===== config.mk =====
export PLATFORM = sky130hd
export DESIGN_NAME = temp_to_led_digit_writes
export DESIGN_NICKNAME = d
export VERILOG_FILES = /design/src/hdl/tld_pkg.sv /design/src/hdl/tld_scale.sv /design/src/hdl/tld_bcd.sv /design/src/hdl/temp_to_led_digit_writes.sv
export SDC_FILE = /design/constraint.sdc
export NUM_CORES = 1
export LEC_CHECK = 0
export ABC_AREA = 1
export BUFFER_PORTS_ARGS = -buffer_cell sky130_fd_sc_hd__buf_2
export CAP_MARGIN = 20
export CORE_ASPECT_RATIO = 1.5
export CORE_MARGIN = 1
export CORE_UTILIZATION = 33
export DETAILED_ROUTE_END_ITERATION = 16
export SLEW_MARGIN = 20
export SYNTH_ARGS = -nofsm -noshare
export SYNTH_HDL_FRONTEND = slang
export SYNTH_SLANG_ARGS = --single-unit

===== constraint.sdc =====
create_clock -name clk -period 3.2 [get_ports clk]
set_clock_uncertainty 0.05 [all_clocks]
set_input_delay 0.16 -clock clk [delete_from_list [all_inputs] [get_ports clk]]
set_output_delay 0.16 -clock clk [all_outputs]
set_load 0.005 [all_outputs]

===== src/hdl/tld_pkg.sv =====
// Shared constants, types and helpers for the temperature digit writer.
package tld_pkg;

	localparam int RAW_W   = 16;
	localparam int DEC_W   = 3;
	localparam int ADDR_W  = 4;
	localparam int DATA_W  = 8;
	localparam int BASE_W  = 24;
	localparam int ACC_W   = 36;
	localparam int REM_W   = 16;
	localparam int VALUE_W = 21;
	localparam int DIGIT_W = 4;

	localparam int CFG_ADDR_W = 3;
	localparam int CFG_DATA_W = 32;

	localparam logic [CFG_ADDR_W-1:0] REG_DECIMAL_PLACES = 3'd0;

	localparam logic [DEC_W-1:0] DEC_RESET = 3'd3;
	localparam logic [DEC_W-1:0] DEC_MAX   = 3'd4;

	localparam logic signed [BASE_W-1:0] OFFSET_NUM = 24'sd1242020;
	localparam logic [REM_W:0]           DENOM      = 17'd34000;

	localparam logic [ADDR_W-1:0] SCAN_LIMIT_REG = 4'hB;

	typedef struct packed {
		logic               done;
		logic [VALUE_W-1:0] value;
	} tld_scale_res_t;

	function automatic longint pow10(input int e);
		longint p;
		p = 1;
		for (int k = 0; k < e; k++) begin
			p = p * 10;
		end
		return p;
	endfunction

endpackage


===== src/hdl/tld_scale.sv =====
// Offset, decade scaling and bit-serial division by 34000 with saturation.
module tld_scale #(
	parameter int MAX_DIGITS = 8
) (
	input  logic                                  clk,
	input  logic                                  arst_n,
	input  logic                                  start,
	input  logic signed [tld_pkg::RAW_W-1:0]      raw,
	input  logic        [tld_pkg::DEC_W-1:0]      dec,
	output tld_pkg::tld_scale_res_t               res
);
	import tld_pkg::*;

	localparam logic [26:0] SAT_LIMIT = 27'(pow10(MAX_DIGITS) - 1);
	localparam int          CNT_W     = $clog2(ACC_W);

	localparam logic [1:0] S_IDLE = 2'd0;
	localparam logic [1:0] S_MUL  = 2'd1;
	localparam logic [1:0] S_DIV  = 2'd2;
	localparam logic [1:0] S_DONE = 2'd3;

	logic [1:0]             state_q;
	logic [ACC_W-1:0]       acc_q;
	logic [REM_W-1:0]       rem_q;
	logic [DEC_W-1:0]       mul_cnt_q;
	logic [CNT_W-1:0]       bit_cnt_q;
	logic signed [BASE_W-1:0] rawx;
	logic signed [BASE_W-1:0] base;
	logic [REM_W:0]         trial;
	logic                   ge;

	always_comb begin
		rawx  = BASE_W'(raw);
		base  = (rawx <<< 6) + (rawx <<< 5) + (rawx <<< 2) + OFFSET_NUM;
		trial = {rem_q, acc_q[ACC_W-1]};
		ge    = trial >= DENOM;
	end

	always_ff @(posedge clk or negedge arst_n) begin
		if (!arst_n) begin
			state_q <= S_IDLE;
		end else begin
			case (state_q)
				S_IDLE: if (start) state_q <= S_MUL;
				S_MUL:  if (mul_cnt_q == '0) state_q <= S_DIV;
				S_DIV:  if (bit_cnt_q == '0) state_q <= S_DONE;
				S_DONE: state_q <= S_IDLE;
				default: state_q <= S_IDLE;
			endcase
		end
	end

	always_ff @(posedge clk) begin
		case (state_q)
			S_IDLE: begin
				acc_q     <= base[BASE_W-1] ? '0 : ACC_W'(base[BASE_W-2:0]);
				mul_cnt_q <= dec;
			end
			S_MUL: begin
				rem_q     <= '0;
				bit_cnt_q <= CNT_W'(ACC_W - 1);
				if (mul_cnt_q != '0) begin
					acc_q     <= (acc_q << 3) + (acc_q << 1);
					mul_cnt_q <= mul_cnt_q - 3'd1;
				end
			end
			S_DIV: begin
				rem_q     <= ge ? REM_W'(trial - DENOM) : trial[REM_W-1:0];
				acc_q     <= {acc_q[ACC_W-2:0], ge};
				bit_cnt_q <= bit_cnt_q - 1'b1;
			end
			default: ;
		endcase
	end

	always_comb begin
		res.done  = state_q == S_DONE;
		res.value = (27'(acc_q[VALUE_W-1:0]) > SAT_LIMIT) ? VALUE_W'(SAT_LIMIT)
			: acc_q[VALUE_W-1:0];
	end

endmodule


===== src/hdl/tld_bcd.sv =====
// Bit-serial binary to BCD conversion (shift and add three).
module tld_bcd #(
	parameter int NDIG = 8
) (
	input  logic                         clk,
	input  logic                         arst_n,
	input  logic                         start,
	input  logic [tld_pkg::VALUE_W-1:0]  value,
	output logic                         done,
	output logic [NDIG*4-1:0]            bcd
);
	import tld_pkg::*;

	localparam int CNT_W = $clog2(VALUE_W);

	localparam logic [1:0] S_IDLE = 2'd0;
	localparam logic [1:0] S_RUN  = 2'd1;
	localparam logic [1:0] S_DONE = 2'd2;

	logic [1:0]          state_q;
	logic [VALUE_W-1:0]  sh_q;
	logic [NDIG*4-1:0]   bcd_q;
	logic [CNT_W-1:0]    cnt_q;
	logic [NDIG*4-1:0]   adj;

	always_comb begin
		for (int k = 0; k < NDIG; k++) begin
			adj[k*DIGIT_W +: DIGIT_W] = (bcd_q[k*DIGIT_W +: DIGIT_W] >= 4'd5)
				? bcd_q[k*DIGIT_W +: DIGIT_W] + 4'd3 : bcd_q[k*DIGIT_W +: DIGIT_W];
		end
	end

	always_ff @(posedge clk or negedge arst_n) begin
		if (!arst_n) begin
			state_q <= S_IDLE;
		end else begin
			case (state_q)
				S_IDLE: if (start) state_q <= S_RUN;
				S_RUN:  if (cnt_q == '0) state_q <= S_DONE;
				S_DONE: state_q <= S_IDLE;
				default: state_q <= S_IDLE;
			endcase
		end
	end

	always_ff @(posedge clk) begin
		case (state_q)
			S_IDLE: begin
				sh_q  <= value;
				bcd_q <= '0;
				cnt_q <= CNT_W'(VALUE_W - 1);
			end
			S_RUN: begin
				bcd_q <= {adj[NDIG*4-2:0], sh_q[VALUE_W-1]};
				sh_q  <= sh_q << 1;
				cnt_q <= cnt_q - 1'b1;
			end
			default: ;
		endcase
	end

	assign done = state_q == S_DONE;
	assign bcd  = bcd_q;

endmodule


===== src/hdl/temp_to_led_digit_writes.sv =====
// Top level: temperature sample in, display register writes out.
//
// sample channel: raw_sample with sample_valid/sample_stall. One sample is
// processed at a time; sample_stall stays high from acceptance until the
// last write of that sample has been taken.
// write channel: reg_address, reg_data, last_write with write_valid and
// write_stall. Each sample gives a scan-limit write, then one write per
// digit, least significant first; last_write marks the final one.
// Before the scan-limit write a sample passes d times-ten steps (d = decimal
// places, at most 4), the one-bit-per-cycle divider, the serial BCD
// converter and the control states. The writes then follow one per cycle
// while the receiver does not stall.
// A stalled write holds its fields and the sequence simply waits.
// decimal_places sits at byte address 0 of the APB port; reset sets it to 3.
// Reset returns the block to idle with no write pending.
module temp_to_led_digit_writes #(
	parameter int MAX_DIGITS = 8
) (
	input  logic                                  clk,
	input  logic                                  arst_n,
	input  logic                                  psel,
	input  logic                                  penable,
	input  logic                                  pwrite,
	input  logic [tld_pkg::CFG_ADDR_W-1:0]        paddr,
	input  logic [tld_pkg::CFG_DATA_W-1:0]        pwdata,
	output logic [tld_pkg::CFG_DATA_W-1:0]        prdata,
	output logic                                  pready,
	input  logic                                  sample_valid,
	output logic                                  sample_stall,
	input  logic signed [tld_pkg::RAW_W-1:0]      raw_sample,
	output logic                                  write_valid,
	input  logic                                  write_stall,
	output logic [tld_pkg::ADDR_W-1:0]            reg_address,
	output logic [tld_pkg::DATA_W-1:0]            reg_data,
	output logic                                  last_write
);
	import tld_pkg::*;

	localparam int IDX_W = (MAX_DIGITS > 1) ? $clog2(MAX_DIGITS) : 1;
	localparam int CNT_W = $clog2(MAX_DIGITS + 1);
	localparam int BCD_W = MAX_DIGITS * DIGIT_W;

	localparam logic [1:0] S_IDLE  = 2'd0;
	localparam logic [1:0] S_SCALE = 2'd1;
	localparam logic [1:0] S_BCD   = 2'd2;
	localparam logic [1:0] S_EMIT  = 2'd3;

	logic [1:0]          state_q;
	logic [DEC_W-1:0]    dp_q;
	logic [DEC_W-1:0]    dec_q;
	logic [BCD_W-1:0]    digits_q;
	logic [IDX_W-1:0]    dig_idx_q;
	logic [CNT_W-1:0]    count_q;
	logic [ADDR_W-1:0]   addr_q;
	logic [DATA_W-1:0]   data_q;
	logic                last_q;

	logic                cfg_wr;
	logic                sample_acc;
	logic                write_acc;
	logic [DEC_W-1:0]    dec_clamped;
	tld_scale_res_t      scl_res;
	logic                bcd_done;
	logic [BCD_W-1:0]    bcd;
	logic [IDX_W-1:0]    hi_dig;
	logic [CNT_W-1:0]    count;
	logic                dot;

	assign pready = 1'b1;
	assign cfg_wr = psel && penable && pwrite && pready && (paddr == REG_DECIMAL_PLACES);
	assign prdata = (paddr == REG_DECIMAL_PLACES) ? CFG_DATA_W'(dp_q) : '0;

	always_ff @(posedge clk or negedge arst_n) begin
		if (!arst_n) begin
			dp_q <= DEC_RESET;
		end else if (cfg_wr) begin
			dp_q <= pwdata[DEC_W-1:0];
		end
	end

	assign sample_stall = state_q != S_IDLE;
	assign sample_acc   = sample_valid && !sample_stall;
	assign write_valid  = state_q == S_EMIT;
	assign write_acc    = write_valid && !write_stall;
	assign dec_clamped  = (dp_q > DEC_MAX) ? DEC_MAX : dp_q;

	tld_scale #(
		.MAX_DIGITS(MAX_DIGITS)
	) u_scale (
		.clk    (clk),
		.arst_n (arst_n),
		.start  (sample_acc),
		.raw    (raw_sample),
		.dec    (dec_clamped),
		.res    (scl_res)
	);

	tld_bcd #(
		.NDIG(MAX_DIGITS)
	) u_bcd (
		.clk    (clk),
		.arst_n (arst_n),
		.start  (scl_res.done),
		.value  (scl_res.value),
		.done   (bcd_done),
		.bcd    (bcd)
	);

	always_comb begin
		hi_dig = '0;
		for (int k = 0; k < MAX_DIGITS; k++) begin
			if (bcd[k*DIGIT_W +: DIGIT_W] != 4'd0) hi_dig = IDX_W'(k);
		end
		count = CNT_W'(hi_dig) + 1'b1;
		dot   = 4'(dig_idx_q) == 4'(dec_q);
	end

	always_ff @(posedge clk or negedge arst_n) begin
		if (!arst_n) begin
			state_q <= S_IDLE;
		end else begin
			case (state_q)
				S_IDLE:  if (sample_acc) state_q <= S_SCALE;
				S_SCALE: if (scl_res.done) state_q <= S_BCD;
				S_BCD:   if (bcd_done) state_q <= S_EMIT;
				S_EMIT:  if (write_acc && last_q) state_q <= S_IDLE;
				default: state_q <= S_IDLE;
			endcase
		end
	end

	always_ff @(posedge clk) begin
		if (sample_acc) dec_q <= dec_clamped;
		if (state_q == S_BCD && bcd_done) begin
			digits_q  <= bcd;
			count_q   <= count;
			dig_idx_q <= '0;
			addr_q    <= SCAN_LIMIT_REG;
			data_q    <= DATA_W'(count - 1'b1);
			last_q    <= 1'b0;
		end else if (write_acc && !last_q) begin
			addr_q    <= 4'(dig_idx_q) + 4'd1;
			data_q    <= {dot, 3'b000, digits_q[DIGIT_W-1:0]};
			last_q    <= (CNT_W'(dig_idx_q) + 1'b1) == count_q;
			digits_q  <= digits_q >> DIGIT_W;
			dig_idx_q <= dig_idx_q + 1'b1;
		end
	end

	assign reg_address = addr_q;
	assign reg_data    = data_q;
	assign last_write  = last_q;

	a_first_is_scan_limit: assert property (@(posedge clk) disable iff (!arst_n)
		$rose(write_valid) |-> reg_address == SCAN_LIMIT_REG)
		else $error("first write of a sample is not the scan limit");

	a_last_ends_sequence: assert property (@(posedge clk) disable iff (!arst_n)
		(write_acc && last_write) |=> !write_valid && !sample_stall)
		else $error("writes continue after the last transaction");

	a_digit_in_range: assert property (@(posedge clk) disable iff (!arst_n)
		(write_valid && reg_address != SCAN_LIMIT_REG) |->
			reg_data[3:0] <= 4'd9 && reg_address >= 4'd1 && 32'(reg_address) <= MAX_DIGITS)
		else $error("digit write out of range");

	a_no_sample_while_writing: assert property (@(posedge clk) disable iff (!arst_n)
		write_valid |-> sample_stall)
		else $error("sample accepted while writes pending");

endmodule


==> impl_metrics.toml <==
[timing]
setup_violations = 0
grt_setup_unrepaired = "no"
fin_crit_ns = 2.58
worst_pin_slew_ns = 0.820
hold_violations = 0
tns_ns = 0
worst_slack_ns = 0.616
timing.slew.headroom_pct = 45.2
drv_slew = 0
fin_crit_sh_pct = 80.8
max_freq_ghz = 0.387

[final_layout]
fin_cells = 2360
layout_commonest_cell = "nand2_1"
design_area_um2 = 14800
insertedDiodeCount = 0
nNetsFinal = 2015
area_delta_synth_final_pct = 10.0
drive_above_1_share_pct = 7.07
final_cell_mix = "nand2_1, inv_1, edfxtp_1"

[route]
drcViolationCount = 0
wirelength_mm = 30.4
wl_per_cell_um = 12.9
vias = 11100
drt_first_pass_iters = 5
viasPerCell = 4.71
drtIter0Drc = 573
ant_nets = 0

[critical_path]
required_ns = 3.35
reg2reg_setup_slack_ns = 0.62
worstSetupStartpointType = "flop"
cp_max_fo = 4
critical_path.endpoint_type = "flop"
rr_startpoint = "u_scale.acc_q[2]$_DFFE_PP_"
timing.rr.end = "u_scale.acc_q[27]$_DFFE_PP_"
critPathArrivalTime_ns = 2.74
crit_type = "reg -> reg"
critPathLaunch = "u_scale.acc_q[2]$_DFFE_PP_"
ff2ff_path_depth = 15
crit_path_end = "u_scale.acc_q[27]$_DFFE_PP_"

[hold_path]
hold_class = "in -> reg"
min_from = "raw_sample[0]"

[clock_tree]
post_cts_buffers = 0
cts_tree = "built"
cts_resized = 0
ctsRootBufferMaster = "clkbuf_16"
path_clk_slew_ns = 0.07
cts_sinks = 180
cts_buffers = 17
clockBufferDepth = 2
htree_levels = 4
insertion_delay_ns = 0.45

[synth]
synth_warnings = 0
synth_edf_count = 164
netlist_area_um2 = 13400
syn_area_per_cell_um2 = 7.50
synth_cells = 1792
synth-async-reset-ratio_pct = 5.00
synth_seq_cells = 180
synth_top_flop_cell = "edfxtp_1"
synth-seq-area-share_pct = 39.4
ys_types = 52

[placed_design]
dp_slack_ns = 0.200
gp_congestion = 0.931
dpl-instance-area_um2 = 14100
dp_cells = 2323
dp.final_hpwl_mm = 23.6
io_buffers = 46

[grt]
overflow = 0
grt_usage_pct = 15.3
grt_start_max_net_pins = 54
antenna_found_initial = 0
grt_pass1_vias = 11100
grt_pass1_wl_mm = 51.4

[power]
ir_drop_mv = 0.400
p_per_area_nw_per_um2 = 762
p_leak_uw = 0.00741

[die]
die_h_um = 249
die_w_um = 167
pin_count = 106
die_area_um2 = 41500
rows = 90
start_util_pct = 33.4
fp.coreArea_um2 = 40200

[outcome]
status = "finished clean"

[run]
cap_violations = 0
critical path, stage by stage, from the launching register on:
cell,delay [ns]
edfxtp_1,0.42
ha_1,0.25
inv_1,0.07
fa_1,0.36
inv_1,0.13
nand2_1,0.09
nand2_1,0.09
nand3_1,0.07
nand2_1,0.16
nand2_1,0.11
nand2_1,0.17
nand2_1,0.09
nand2_1,0.06
nand2_1,0.04
nand3_1,0.09
nand2_1,0.08
sequential cells by signal, summed over array words and instances, names as in the netlist:
register           count
reg_address            4
u_bcd.bcd             32
count_q                4
u_bcd.cnt_q            5
dec_q                  3
state_q                2
digits_q              32
u_bcd.sh_q            21
u_scale.rem_q         16
dp_q                   3
u_scale.bit_cnt_q      6
reg_data               6
u_scale.acc_q         36
last_write             1
dig_idx_q              2
u_scale.mul_cnt_q      3
u_scale.state_q        2
u_bcd.state_q          2
how the worst min path moves through the flow:
stage	end	depth (start not counted)
after global placement	u_bcd.state_q[1]$_DFFE_PN0P_	1
after detailed placement	u_bcd.state_q[1]$_DFFE_PN0P_	1
after CTS	u_scale.acc_q[2]$_DFFE_PP_	2
after floorplan	dp_q[2]$_DFFE_PN0P_	0
final	u_scale.acc_q[2]$_DFFE_PP_	2
after global routing	u_scale.acc_q[2]$_DFFE_PP_	2
metal layers:
| metal | wire length, um | up-vias | GRT usage (%) |
|---|---|---|---|
| met5 | 0 | - | 0 |
| met4 | 1160 | 0 | 7.57 |
| met3 | 740 | 61 | 1.97 |
| met2 | 16000 | 199 | 29.1 |
| met1 | 12500 | 5091 | 16.4 |
| li1 | - | 5757 | - |
final cells by class:
| cell class | instances | area, um2 |
|---|---|---|
| Timing Repair Buffer | 62 | 363 |
| Inverter | 321 | 1200 |
| Fill cell | 4138 | 25400 |
| Sequential cell | 180 | 5290 |
| Tap cell | 506 | 633 |
| Multi-Input combinational cell | 1259 | 6690 |
| Clock buffer | 17 | 425 |
| Clock inverter | 15 | 173 |
what timing repair did:
action,4_1_cts,5_1_grt
setup endpoints to repair,0,0
endpoints found under the hold margin,12,0
hold buffers,5,0
kinds of logic (layout without fill, tap and decap cells):
kind of cell	count (synthesis)	after routing	share of synthesized area [%]
AO/OA/AOI/OAI	211	211	8.73
flip-flops	180	180	39.4
AND/OR/NAND/NOR	874	874	26.7
other	2	30	0.0559
buffers and inverters	381	415	11.7
adder cells (fa/ha/maj)	116	116	11.6
XOR/XNOR	28	28	1.82
cells in the mapped netlist (all sizes together) (7+ instances only):
library cell,number,area [um2]
nand2,583,2200
inv,318,1190
edfxtp,164,4920
nor2,139,524
ha,101,1260
o21ai,93,469
nand3,92,470
a21oi,87,458
buf,41,297
clkbuf,19,71.3
nor3,18,100
xor2,17,149
fa,15,300
nand3b,15,113
o21bai,12,90.1
xnor2,11,96.3
or2,10,65.1
nand4,9,56.3
dfrtp,7,175
dfxtp,7,140
metrics by stage:
step	total power, uW	utilization (%)	hold WS [ns]
4_1_cts	11300	36.8	0.0105
3_3_place_gp	9010	35.2	0.00827
5_1_grt	12300	36.8	0.0387
2_1_floorplan	7720	-	-0.186
6_report	11300	36.8	0.0338
3_5_place_dp	9130	35.2	0.0147
where the power goes:
part           total [uW]  internal [uW]  switching, uW
logic                5420           1780           3640
clock network        2170           1170            992
registers            3680           3250            427
total               11300           6210           5060
Power figures use the tool's default switching activity.
